## src/rtl/vpd_pkg.sv

```systemverilog
package vpd_pkg;

   // Decoder phase: length varint, id varint, payload bytes, stopped after an error.
   typedef enum logic [1:0] {
      PH_LEN  = 2'd0,
      PH_ID   = 2'd1,
      PH_DATA = 2'd2,
      PH_DEAD = 2'd3
   } phase_type;

   // Result kinds.
   localparam logic [1:0] KIND_HEADER  = 2'd0;
   localparam logic [1:0] KIND_PAYLOAD = 2'd1;
   localparam logic [1:0] KIND_ERROR   = 2'd2;

   // Error codes.
   localparam logic ERR_TOO_LONG = 1'b0;
   localparam logic ERR_TOO_BIG  = 1'b1;

   // A varint holds at most this many bytes.
   localparam logic [2:0] VARINT_MAX_BYTES = 3'd5;

   // Reset value of the payload size limit.
   localparam logic [30:0] MAX_PAYLOAD_RESET = 31'd32767;

   // Decoder state carried from one byte to the next.
   typedef struct packed {
      phase_type   phase;
      logic [31:0] accumulator;
      logic [2:0]  byte_count;
      logic [31:0] frame_length;
      logic [30:0] payload_left;
   } state_type;

   // One result item.
   typedef struct packed {
      logic [1:0]         kind;
      logic signed [31:0] header_id;
      logic [30:0]        payload_length;
      logic [7:0]         data_byte;
      logic               last;
      logic               error_code;
   } result_type;

endpackage

```

## src/rtl/varint_packet_deframer.sv

```systemverilog
// Channel   Direction  Handshake             Payload
// req       in         req_valid/req_stall   req_in_byte
// rsp       out        rsp_valid/rsp_stall   kind, header_id, payload_length, data_byte,
//                                            last, error_code
// csr       in         csr_write_enable      csr_write_data (max_payload_bytes)
//
// One byte is taken every cycle while req_stall is low; a result passes through the input
// register, the decode and then the result register after its byte transfer.
// Synchronous reset clears the phase, the varint state and both valid flags,
// and restores the payload limit to 32767.
// A stalled result holds the result register; the input register then holds too
// and req_stall rises only while it carries a byte.
module varint_packet_deframer (
   input  logic               clock,
   input  logic               reset,
   input  logic               req_valid,
   output logic               req_stall,
   input  logic [7:0]         req_in_byte,
   output logic               rsp_valid,
   input  logic               rsp_stall,
   output logic [1:0]         rsp_kind,
   output logic signed [31:0] rsp_header_id,
   output logic [30:0]        rsp_payload_length,
   output logic [7:0]         rsp_data_byte,
   output logic               rsp_last,
   output logic               rsp_error_code,
   input  logic               csr_write_enable,
   input  logic [30:0]        csr_write_data
);
   import vpd_pkg::*;

   logic        in_valid_ff;
   logic [7:0]  in_byte_ff;
   state_type   state_ff;
   state_type   state_in;
   logic [30:0] max_payload_ff;
   logic        rsp_valid_ff;
   result_type  rsp_ff;
   result_type  result_in;
   logic        has_result;
   logic        out_blocked;
   logic        fire;

   assign out_blocked = rsp_valid_ff & rsp_stall;
   assign fire        = in_valid_ff & ~out_blocked;
   assign req_stall   = in_valid_ff & out_blocked;

   // Payload size limit.
   always_ff @(posedge clock) begin
      if (reset) begin
         max_payload_ff <= MAX_PAYLOAD_RESET;
      end else if (csr_write_enable) begin
         max_payload_ff <= csr_write_data;
      end
   end

   // Input register.
   always_ff @(posedge clock) begin
      if (reset) begin
         in_valid_ff <= 1'b0;
      end else if (!req_stall) begin
         in_valid_ff <= req_valid;
      end
   end

   always_ff @(posedge clock) begin
      if (!req_stall && req_valid) begin
         in_byte_ff <= req_in_byte;
      end
   end

   // Decode of one byte.
   vpd_step u_step (
      .state_cur         (state_ff),
      .in_byte           (in_byte_ff),
      .max_payload_bytes (max_payload_ff),
      .state_nxt         (state_in),
      .has_result        (has_result),
      .result            (result_in)
   );

   // Decoder state advances once per processed byte.
   always_ff @(posedge clock) begin
      if (reset) begin
         state_ff.phase        <= PH_LEN;
         state_ff.accumulator  <= 32'b0;
         state_ff.byte_count   <= 3'd0;
         state_ff.frame_length <= 32'b0;
         state_ff.payload_left <= 31'b0;
      end else if (fire) begin
         state_ff <= state_in;
      end
   end

   // Result register.
   always_ff @(posedge clock) begin
      if (reset) begin
         rsp_valid_ff <= 1'b0;
      end else if (!out_blocked) begin
         rsp_valid_ff <= fire & has_result;
      end
   end

   always_ff @(posedge clock) begin
      if (fire && has_result) begin
         rsp_ff <= result_in;
      end
   end

   assign rsp_valid          = rsp_valid_ff;
   assign rsp_kind           = rsp_ff.kind;
   assign rsp_header_id      = rsp_ff.header_id;
   assign rsp_payload_length = rsp_ff.payload_length;
   assign rsp_data_byte      = rsp_ff.data_byte;
   assign rsp_last           = rsp_ff.last;
   assign rsp_error_code     = rsp_ff.error_code;

endmodule

```

## src/rtl/vpd_step.sv

```systemverilog
module vpd_step (
   input  vpd_pkg::state_type  state_cur,
   input  logic [7:0]          in_byte,
   input  logic [30:0]         max_payload_bytes,
   output vpd_pkg::state_type  state_nxt,
   output logic                has_result,
   output vpd_pkg::result_type result
);
   import vpd_pkg::*;

   logic [31:0] acc_bits;
   logic [31:0] acc_new;
   logic [2:0]  count_new;
   logic [33:0] plen;
   logic        too_big;

   // Place the low seven bits of the byte at bit 7*k; bits above 31 fall away.
   always_comb begin
      case (state_cur.byte_count)
         3'd0:    acc_bits = {25'b0, in_byte[6:0]};
         3'd1:    acc_bits = {18'b0, in_byte[6:0], 7'b0};
         3'd2:    acc_bits = {11'b0, in_byte[6:0], 14'b0};
         3'd3:    acc_bits = {4'b0, in_byte[6:0], 21'b0};
         3'd4:    acc_bits = {in_byte[3:0], 28'b0};
         default: acc_bits = 32'b0;
      endcase
   end

   assign acc_new   = state_cur.accumulator | acc_bits;
   assign count_new = state_cur.byte_count + 3'd1;

   // Payload length is the signed frame length less the id byte count, without wrap.
   assign plen    = {{2{state_cur.frame_length[31]}}, state_cur.frame_length}
                    - {31'b0, count_new};
   assign too_big = plen[33] | (plen[32:0] > {2'b0, max_payload_bytes});

   // Next state and result for one byte.
   always_comb begin
      state_nxt  = state_cur;
      has_result = 1'b0;
      result     = '0;
      case (state_cur.phase)
         PH_DATA: begin
            state_nxt.payload_left = state_cur.payload_left - 31'd1;
            has_result             = 1'b1;
            result.kind            = KIND_PAYLOAD;
            result.data_byte       = in_byte;
            if (state_cur.payload_left == 31'd1) begin
               state_nxt.phase = PH_LEN;
               result.last     = 1'b1;
            end
         end
         PH_LEN, PH_ID: begin
            if (in_byte[7]) begin
               if (count_new >= VARINT_MAX_BYTES) begin
                  state_nxt.phase   = PH_DEAD;
                  has_result        = 1'b1;
                  result.kind       = KIND_ERROR;
                  result.error_code = ERR_TOO_LONG;
               end else begin
                  state_nxt.accumulator = acc_new;
                  state_nxt.byte_count  = count_new;
               end
            end else if (state_cur.phase == PH_LEN) begin
               state_nxt.frame_length = acc_new;
               state_nxt.accumulator  = 32'b0;
               state_nxt.byte_count   = 3'd0;
               state_nxt.phase        = PH_ID;
            end else begin
               // The id is complete: check the size and issue the header.
               state_nxt.accumulator = 32'b0;
               state_nxt.byte_count  = 3'd0;
               has_result            = 1'b1;
               if (too_big) begin
                  state_nxt.phase   = PH_DEAD;
                  result.kind       = KIND_ERROR;
                  result.error_code = ERR_TOO_BIG;
               end else begin
                  result.kind            = KIND_HEADER;
                  result.header_id       = acc_new;
                  result.payload_length  = plen[30:0];
                  state_nxt.payload_left = plen[30:0];
                  if (plen[30:0] == 31'd0) begin
                     state_nxt.phase = PH_LEN;
                     result.last     = 1'b1;
                  end else begin
                     state_nxt.phase = PH_DATA;
                  end
               end
            end
         end
         default: begin
            state_nxt = state_cur;
         end
      endcase
   end

endmodule

```

## config.mk

```make
export PLATFORM = sky130hd
export DESIGN_NAME = varint_packet_deframer
export DESIGN_NICKNAME = d
export VERILOG_FILES = /design/src/rtl/vpd_pkg.sv /design/src/rtl/varint_packet_deframer.sv /design/src/rtl/vpd_step.sv
export SDC_FILE = /design/constraint.sdc
export NUM_CORES = 1
export LEC_CHECK = 0
export BUFFER_PORTS_ARGS = -buffer_cell sky130_fd_sc_hd__buf_2
export CORE_UTILIZATION = 40
export DETAILED_ROUTE_END_ITERATION = 8
export SLEW_MARGIN = 10
export SYNTH_ARGS = -nofsm -noshare
export SYNTH_HDL_FRONTEND = slang
export SYNTH_SLANG_ARGS = --single-unit
```

## constraint.sdc

```tcl
create_clock -name clock -period 9 [get_ports clock]
set_clock_uncertainty 0.1 [all_clocks]
set_input_delay 0.9 -clock clock [delete_from_list [all_inputs] [get_ports clock]]
set_output_delay 0.9 -clock clock [all_outputs]
set_load 0.005 [all_outputs]
```

### After elaboration in Yosys (flattened, before gate mapping)

Index checks and enable logic that the tools add are counted.

* muxes and demuxes: 30
* reductions and logical operators: 14
* bitwise operators: 9
* $lt $le $gt $ge: 2
* eq/ne operators: 13
* add/subtract/negate cells: 3

Operator list (count)
* 32-bit case mux with 5 select lines: 1
* 31-bit two-way mux: 3
* 37-bit two-way mux: 2
* 65-bit two-way mux: 1
* 63-bit two-way mux: 1
* 31-bit case mux with 2 select lines: 1
* 35-bit two-way mux: 1
* 33-bit by 31-bit greater-than comparator with 1-bit output: 1
* 32-bit by 4-bit subtractor with 33-bit output: 1
* 32-bit OR: 1
* 31-bit by 1-bit == test with 1-bit output (second input constant): 1
* 31-bit logical NOT: 1
* 31-bit by 1-bit subtractor with 31-bit output (second input constant): 1
* 2-bit two-way mux: 8
* 1-bit two-way mux: 8
* 2-bit != test (second input constant): 4
* 2-bit case mux with 2 select lines: 2
* 4-bit AND reduction: 2
* 3-bit by 2-bit == test with 1-bit output (second input constant): 2
* 5-bit AND reduction: 1
* 1-bit AND: 4
* 1-bit case mux with 2 select lines: 2
* 4-bit OR reduction: 1
* 3-bit by 1-bit adder with 3-bit output (second input constant): 1
* 17 further kinds: 20

* logic and storage cells: 86
* register bits after elaboration: 216
* output and inout port bits: 77
* input bits: 44

### Longest topological paths before layout

Gate-level depths: netlist (run 1).

* depth in word-level cells: 8
* mapped depth: 22
* depth with buffers taken out: 20

### Cells and area by module

From an unflattened synthesis (run 1), not the netlist that was laid out.

* cells, all modules: 1362
* area total of the unflattened synthesis: 12580.8 um2

Modules (own cells, without submodules)
* varint_packet_deframer: seq. area each 5154.9 um2, area each 8300.5 um2, times used 1, cells each 630
* vpd_step: seq. area each 0.0 um2, area each 4280.4 um2, times used 1, cells each 732

### Worst setup path before layout (run 1)

OpenSTA, ideal clock, no wires.

* kind: register to register
* from: reg state_ff[63] in the netlist's numbering
* to: reg state_ff[10] in the netlist's numbering
* data required time: 8.814 ns
* clock period less this slack: 5.712 ns
* buffers on the path: 2
* setup slack: 3.288 ns
* library setup time: 0.086 ns
* arrival: 5.527 ns
* cell stages (with the launch flop): 21
* cell sequence: dfxtp_1 inv_1 ha_1 inv_1 fa_1 maj3_1 or3_4 or3_1 buf_4 nor3_1 xor2_1 ha_1 a211oi_1 o211ai_1 a2111o_1 a2111o_1 a221oi_2 a21o_1 clkbuf_1 a21oi_1 a211oi_1

* cells in the longest elaborated chain, start to end: 6
* elaborated cells on any way between the ends: 10
* classes of those cells: add/sub (2); order compare (1); eq/ne (1); mux (4); bitwise (1); reduce/logical (1)

Ends and longest elaborated chain
* start: declaration: RTL line varint_packet_deframer.sv:34 `state_type state_ff;`
* start signal: assignment: RTL line varint_packet_deframer.sv:91 `state_ff <= state_in;`
* 3-bit by 1-bit adder with 3-bit output: RTL line vpd_step.sv:30 `assign count_new = state_cur.byte_count + 3'd1;`
* 32-bit by 4-bit subtractor with 33-bit output: RTL line vpd_step.sv:34 `- {31'b0, count_new};`
* net u_step.plen[30]: RTL line vpd_step.sv:14 `logic [33:0] plen;`
* 33-bit by 31-bit greater-than comparator with 1-bit output: RTL line vpd_step.sv:35 `assign too_big = plen[33] | (plen[32:0] > {2'b0, max_payload_bytes});`
* 1-bit OR: RTL line vpd_step.sv:35
* 2-bit != test (no source line)
* 5-bit AND reduction (no source line)

The timed path passes the listed nets, and every way through them passes these cells. The select of a mux whose other input is x is not followed.
A chain may end at the register's enable or synchronous reset.

### Worst setup path after layout (run 1)

* from: reg state_ff[63] in the netlist's numbering
* to: reg state_ff[29] in the netlist's numbering

The elaborated chain is that of the path after synthesis.

==> impl_metrics.ini, run 1 <==
[cells_and_area]
areaGrowthSynthToFinish_pct = 15.13
antenna_cells_inserted = 0
finish.net_count = 1273
stdcell_area_sq_um = 11920
instances_no_fill = 1536
final_util_pct = 47.20
fill_cells = 2430
drive_gt1_share_pct = 15.34

[timing]
final.setup.tns_ns = 0
rsz_0062_raised_after_global_routing = false
timing_max_transition_violations_final = 0
timing.max_slew.rel_slack_pct = 27.46
maxClockFrequency_ghz = 0.1360
least_margin_pin_slew_ns = 1.084
period_minus_slack_ns = 7.353
finalCritPeriodShare_pct = 81.70
setup-violations-final = 0
hold_viol = 0

[critical_path]
criticalPathCategory = flop to flop
critical_r2r_launch = state_ff[63]
worst_path_fanout_max = 57
worstReg2RegEnd = state_ff[29]
setup.worst_path.start_class = flop
worst_ep_arrival_time_ns = 7.72
reg2reg_slack_ns = 1.65
timing.reg2reg.worst_path_depth = 19
worstSetupEndpointType = flop
worstPathRequired_ns = 9.37

[routing]
drc = 0
via_count = 8419
routedWlPerCell_um = 18.07
detailedRoute.firstPassIterationCount = 5
drt_iter0_drc = 787
route.detailed.vias_per_inst = 5.481
ant_nets = 0
detail_route.wirelength_mm = 27.75

[run_status]
outcome = complete, no violations

[logic_synthesis]
yosysUniqueCellTypes = 66
synth.ff_latch_count = 216
synth-edff-count = 83
ys.flop_type = dfxtp_1
synth-async-reset-ratio_pct = 0
syn-mean-instance-area_sq_um = 9.343
postSynthNetCount = 1193
post_synth_inst_count = 1108
post_synth_instance_area_sq_um = 10350
synthesis.yosys.warnings = 0
seq_area_frac_synth_pct = 49.79

[pwr]
power_frac_clock_pct = 39.0
total_power_w = 0.002463
power.switching_fraction_pct = 30.17
power_switching_w = 0.0007431
total_leakage_power_nw = 4.832
power_density_nw_per_um2 = 206.6
seq_power_share_pct = 43.4
power_report.internal_total_w = 0.001720
max-vdd-ir-drop_uv = 131.8
logic_gate_share_of_total_power_pct = 17.6

[floorplanning]
floorplan.core_area_sq_um = 25250
die_h_um = 162.9
floorplan.initialDensity_pct = 40.99
design.die.area_sq_um = 26530
die_w_um = 162.9
fp-row-count = 58
ios = 121

[clocking]
post-cts-setup-buffer-count = 0
ctsLongestPathBuffers = 3
cts_tree = done
cts.root.buffer_cell = clkbuf_16
clock_latency_ns = 0.54
post_cts_resized = 0
cts_buffers = 24
htree_num_levels = 1
clkTransAtPathRegs_ns = 0.07
cts_sinks = 216
cts-hold-fix-buffers = 0

[placed_design]
dp_hpwl_mm = 19.57
gp_congestion = 0.8987
place.detailed.instances = 1492
postPlaceCellArea_sq_um = 11130
io_buffers = 120

[grt]
pin_count_of_the_biggest_net_entering_global_routing = 79
grt_pass1_vias = 7885
grt_overflow = 0
groute.usage.overall_pct = 20.75
antenna_violations_before_repair = 0
first_pass_grt_wire_length_mm = 43.26

[job]
maxCapViolations = 0

[hold_path]
worst_hold_path_type = flop to flop
hold_path_startpoint = state_ff[21]
hold-path-cell-count = 2
whs_endpoint = state_ff[21]
-- cells in the final DEF (no fill, tap or decap), types with 8 or more instances in the layout --
| cell | n |
|---|---|
| nor4_1 | 15 |
| inv_1 | 59 |
| a22oi_1 | 33 |
| nand4_1 | 10 |
| ha_1 | 40 |
| buf_4 | 8 |
| a21oi_1 | 71 |
| a211oi_1 | 43 |
| nor3_1 | 26 |
| nor2_1 | 168 |
| mux2i_1 | 19 |
| buf_2 | 119 |
| and2_1 | 11 |
| o211ai_1 | 21 |
| xor2_1 | 16 |
| xnor2_1 | 11 |
| nor2b_1 | 11 |
| or4_1 | 11 |
| nand2_1 | 76 |
| edfxtp_1 | 83 |
| or3_1 | 13 |
| and3_1 | 20 |
| clkbuf_16 | 24 |
| o21ai_0 | 25 |
| nand3_1 | 22 |
| dfxtp_1 | 132 |
-- kinds of logic after synthesis --
group / synth area share (%)
and+or+nand+nor: 19.04
xor gates and xnor gates: 2.284
adders and majority gates: 5.124
DFF: 49.79
buffers and inverters: 5.161
muxes: 1.837
AOI/OAI and AO/OA: 16.76
-- Yosys cell counts, types with 7 or more instances --
master    number  area [sq um]
o22ai_1        7         43.79
inv_1         59         221.5
nand4_1       10         62.56
edfxtp_1      83          2492
buf_1          7         26.28
nand3_1       22         110.1
xnor2_1       11         96.34
nor2b_1       11         68.82
nor3_1        26         130.1
dfxtp_1      133          2663
clkbuf_1      55         206.5
and3_1        20         125.1
buf_2          7         35.03
or4_1         11         82.58
or3_1         13         81.33
a22oi_1       33         247.7
nor4_1        15         93.84
xor2_1        16         140.1
a21oi_1       71         355.3
nand2_1       77         289.0
mux2i_1       19         190.2
o21ai_0       25         125.1
nor2_1       170         638.1
and2_1        11         68.82
ha_1          40         500.5
o211ai_1      21         157.7
a211oi_1      43         322.8
-- per-stage QoR --
stage	hold WS, ns	worst slack (ns)
after floorplan	0.3395	3.288
after global placement	0.3501	1.993
after detailed placement	0.3573	1.769
after CTS	0.3654	1.706
after global routing	0.3836	1.364
final	0.3678	1.647
-- sequential cells by signal, indices dropped and copies added (netlist names) --
register,flops
max_payload_ff,31
in_byte_ff,8
rsp_last,1
in_valid_ff,1
rsp_payload_length,31
rsp_data_byte,8
rsp_valid,1
rsp_error_code,1
rsp_header_id,32
rsp_kind,2
state_ff,100
-- power groups by stage --
stage / clock network (W) / logic, W / registers, W
6_report: 0.000961 / 0.000434 / 0.00107
5_1_grt: 0.00102 / 0.000479 / 0.00107
4_1_cts: 0.000986 / 0.000432 / 0.00107
3_5_place_dp: 0 / 0.000430 / 0.00109
3_3_place_gp: 0 / 0.000422 / 0.00109
2_1_floorplan: 0 / 0.000316 / 0.00107
-- how the worst max path moves through the flow --
stage / from / end / slack [ns] / cells past startpoint
global route: state_ff[63] / state_ff[29] / 1.36 / 19
finish: state_ff[63] / state_ff[29] / 1.65 / 19
global placement: state_ff[63] / state_ff[29] / 1.99 / 19
detailed placement: state_ff[63] / state_ff[29] / 1.77 / 19
floorplan: state_ff[63] / state_ff[10] / 3.29 / 20
CTS: state_ff[63] / state_ff[29] / 1.71 / 19
-- layer usage --
| metal | global-route usage, % | up-vias | wire (um) |
|---|---|---|---|
| met2 | 33.71 | 281 | 12830 |
| met3 | 3.056 | 44 | 1729 |
| li1 | - | 4146 | - |
| met4 | 4.970 | 0 | 558 |
| met1 | 28.92 | 3948 | 12630 |
| met5 | 0 | - | 0 |
-- critical path, cell delays in order (launching register included) --
cell and delay [ns]:
dfxtp_1 0.42, inv_1 0.12, ha_1 0.34, inv_1 0.08, fa_1 0.43, maj3_1 0.48, or3_4 0.38, or3_1 0.53
nor3_1 0.29, xor2_1 0.40, ha_1 0.34, a211oi_1 0.27, o211ai_1 0.16, a2111o_1 0.40, a2111o_1 0.41, a221oi_2 0.52
buf_4 0.31, nand2_2 0.63, nor4_1 0.48, a311o_1 0.18
-- area by class of cell --
| class | instances | area [sq um] | area share (%) |
|---|---|---|---|
| Sequential cell | 216 | 5156 | 43.26 |
| Multi-Input combinational cell | 759 | 4681 | 39.27 |
| Tap cell | 330 | 412.9 | 3.464 |
| Clock buffer | 24 | 600.6 | 5.039 |
| Timing Repair Buffer | 127 | 655.6 | 5.501 |
| Inverter | 60 | 225.2 | 1.890 |
| Clock inverter | 20 | 187.7 | 1.575 |
Power figures use the tool's default switching activity.
==> run 2: changes to the inputs <==
Clock period 9 ns to 7.56 ns, I/O delays scaled along.
==> run 2 against run 1 <==
Net effect:
- cell count increased by 0.20%
- non-clock buffer count increased by 3
- clock power increased by 28%
- design area increased by 0.61%
- via count about the same
- clock-buffer cell count increased by 1
- combinational power increased by 20%
- critical path type unchanged
- critical endpoint is now state_ff[25]
- largest cell class unchanged
- largest power group unchanged
- highest routed layer unchanged
==> impl_metrics.ini, run 2 (synthesis results as in run 1) <==
[cells_and_area]
highest_count_cells_in_the_layout_ignoring_fill_and_taps = nor2_1 (168), dfxtp_1 (132), buf_2 (119)
final_common_cell = nor2_1
drive_gt1_share_pct = 15.38
stdcell_area_sq_um = 11990
largest_reg_flops = 100
finish.net_count = 1276
areaGrowthSynthToFinish_pct = 15.83
max_flop_register = state_ff
antenna_cells_inserted = 0
final_util_pct = 47.48
fill_cells = 2421

[floorplanning]
design.die.area_sq_um = 26530
floorplan.initialDensity_pct = 40.99
ios = 121
fp-row-count = 58
die_w_um = 162.9
die_h_um = 162.9
floorplan.core_area_sq_um = 25250

[run_status]
outcome = complete, no violations

[timing]
finalCritPeriodShare_pct = 90.89
hold_viol = 0
least_margin_pin_slew_ns = 1.057
maxClockFrequency_ghz = 0.1455
rsz_0062_raised_after_global_routing = false
layout_setup_ws_ns = 0.6886
timing_max_transition_violations_final = 0
final.setup.tns_ns = 0
setup-violations-final = 0
timing.max_slew.rel_slack_pct = 29.11
period_minus_slack_ns = 6.871

[grt]
grt_overflow = 0
antenna_violations_before_repair = 1
grt_pass1_vias = 7838
first_pass_grt_wire_length_mm = 43.57
pin_count_of_the_biggest_net_entering_global_routing = 80
groute.usage.overall_pct = 20.93

[critical_path]
max_stage_delay_ns = 0.69
worstSetupEndpointType = flop
critical_r2r_launch = state_ff[63]
setup.worst_path.start_class = flop
worst_path_fanout_max = 24
critical_path_buf_inv_count = 3
cell_with_the_biggest_individual_delay_on_the_critical_path = a21o_1
crit_family = compound AO/OA/AOI/OAI gates
worst_ep_arrival_time_ns = 7.23
criticalPathCategory = flop to flop
worstPathRequired_ns = 7.91
reg2reg_slack_ns = 0.69
timing.reg2reg.worst_path_depth = 19
crit_chain = inv_1, ha_1, inv_1, fa_1, maj3_1, or3_4, or3_1, nor3_1, xor2_1, ha_1, a211oi_1, o211ai_1, a2111o_1, a2111o_1, a221oi_2, buf_4, a21o_1, o221ai_1, nor3_1
worstReg2RegEnd = state_ff[25]

[placed_design]
gp_congestion = 0.8946
dp_hpwl_mm = 19.54
postPlaceCellArea_sq_um = 11150
io_buffers = 120
detailedPlace.worstSlack_ns = 0.7921

[pwr]
power_density_nw_per_um2 = 251.8
total_leakage_power_nw = 4.880
max-vdd-ir-drop_uv = 147.3

[routing]
route.detailed.vias_per_inst = 5.475
detailedRoute.firstPassIterationCount = 5
drt_iter0_drc = 716
routedWlPerCell_um = 18.11
via_count = 8426
detail_route.wirelength_mm = 27.87
drc = 0
ant_nets = 0

[clocking]
ctsLongestPathBuffers = 3
cts_tree = done
cts.root.buffer_cell = clkbuf_16
cts_sinks = 216
post-cts-setup-buffer-count = 0
cts-hold-fix-buffers = 0
htree_num_levels = 1
cts_buffers = 24
clock_latency_ns = 0.54
clkTransAtPathRegs_ns = 0.06
post_cts_resized = 0

[job]
maxCapViolations = 0

[hold_path]
hold-path-cell-count = 1
worst_hold_path_type = input pin to flop
hold_path_startpoint = req_in_byte[5]
whs_endpoint = in_byte_ff[5]
==> run 2: how the worst max path moves through the flow <==
stage                     cells past startpoint  slack, ns    startpoint      endpoint
after floorplan                              20       1.85  state_ff[63]  state_ff[10]
after global placement                       19       0.94  state_ff[63]  state_ff[25]
after detailed placement                     19       0.79  state_ff[63]  state_ff[25]
after CTS                                    19       0.77  state_ff[63]  state_ff[25]
after global routing                         19       0.42  state_ff[63]  state_ff[25]
final                                        19       0.69  state_ff[63]  state_ff[25]
==> run 2: layout make-up <==
class / instances / area [sq um] / share of cell area [%]
inverter: 60 / 225.2 / 1.878
sequential: 216 / 5156 / 43.00
clock inverter: 19 / 234.0 / 1.951
multi-input combinational: 759 / 4681 / 39.03
timing repair buffer: 130 / 678.2 / 5.655
clock buffer: 25 / 604.3 / 5.040
tap: 330 / 412.9 / 3.443
==> run 2: metal layers <==
metal / up-vias / share of wire, % / track usage, %
met3: 49 / 5.6 / 3.132
li1: 4159 / - / -
met2: 266 / 45 / 33.75
met5: - / 0 / 0
met4: 0 / 2.4 / 5.438
met1: 3952 / 47 / 29.17
==> run 2: power breakdown <==
part,switching [W],internal (W)
combinational,0.000338,0.000181
sequential,0.0000355,0.00124
clock,0.000503,0.000726
==> run 2: stage by stage <==
step	hold slack (ns)	cells	power, W
finish	0.2923	1539	0.003020
global route	0.2641	1539	0.003153
CTS	0.2750	1539	0.003041
detailed placement	0.3598	1495	0.001813
global placement	0.3508	1495	0.001805
floorplan	0.3395	1108	0.001655
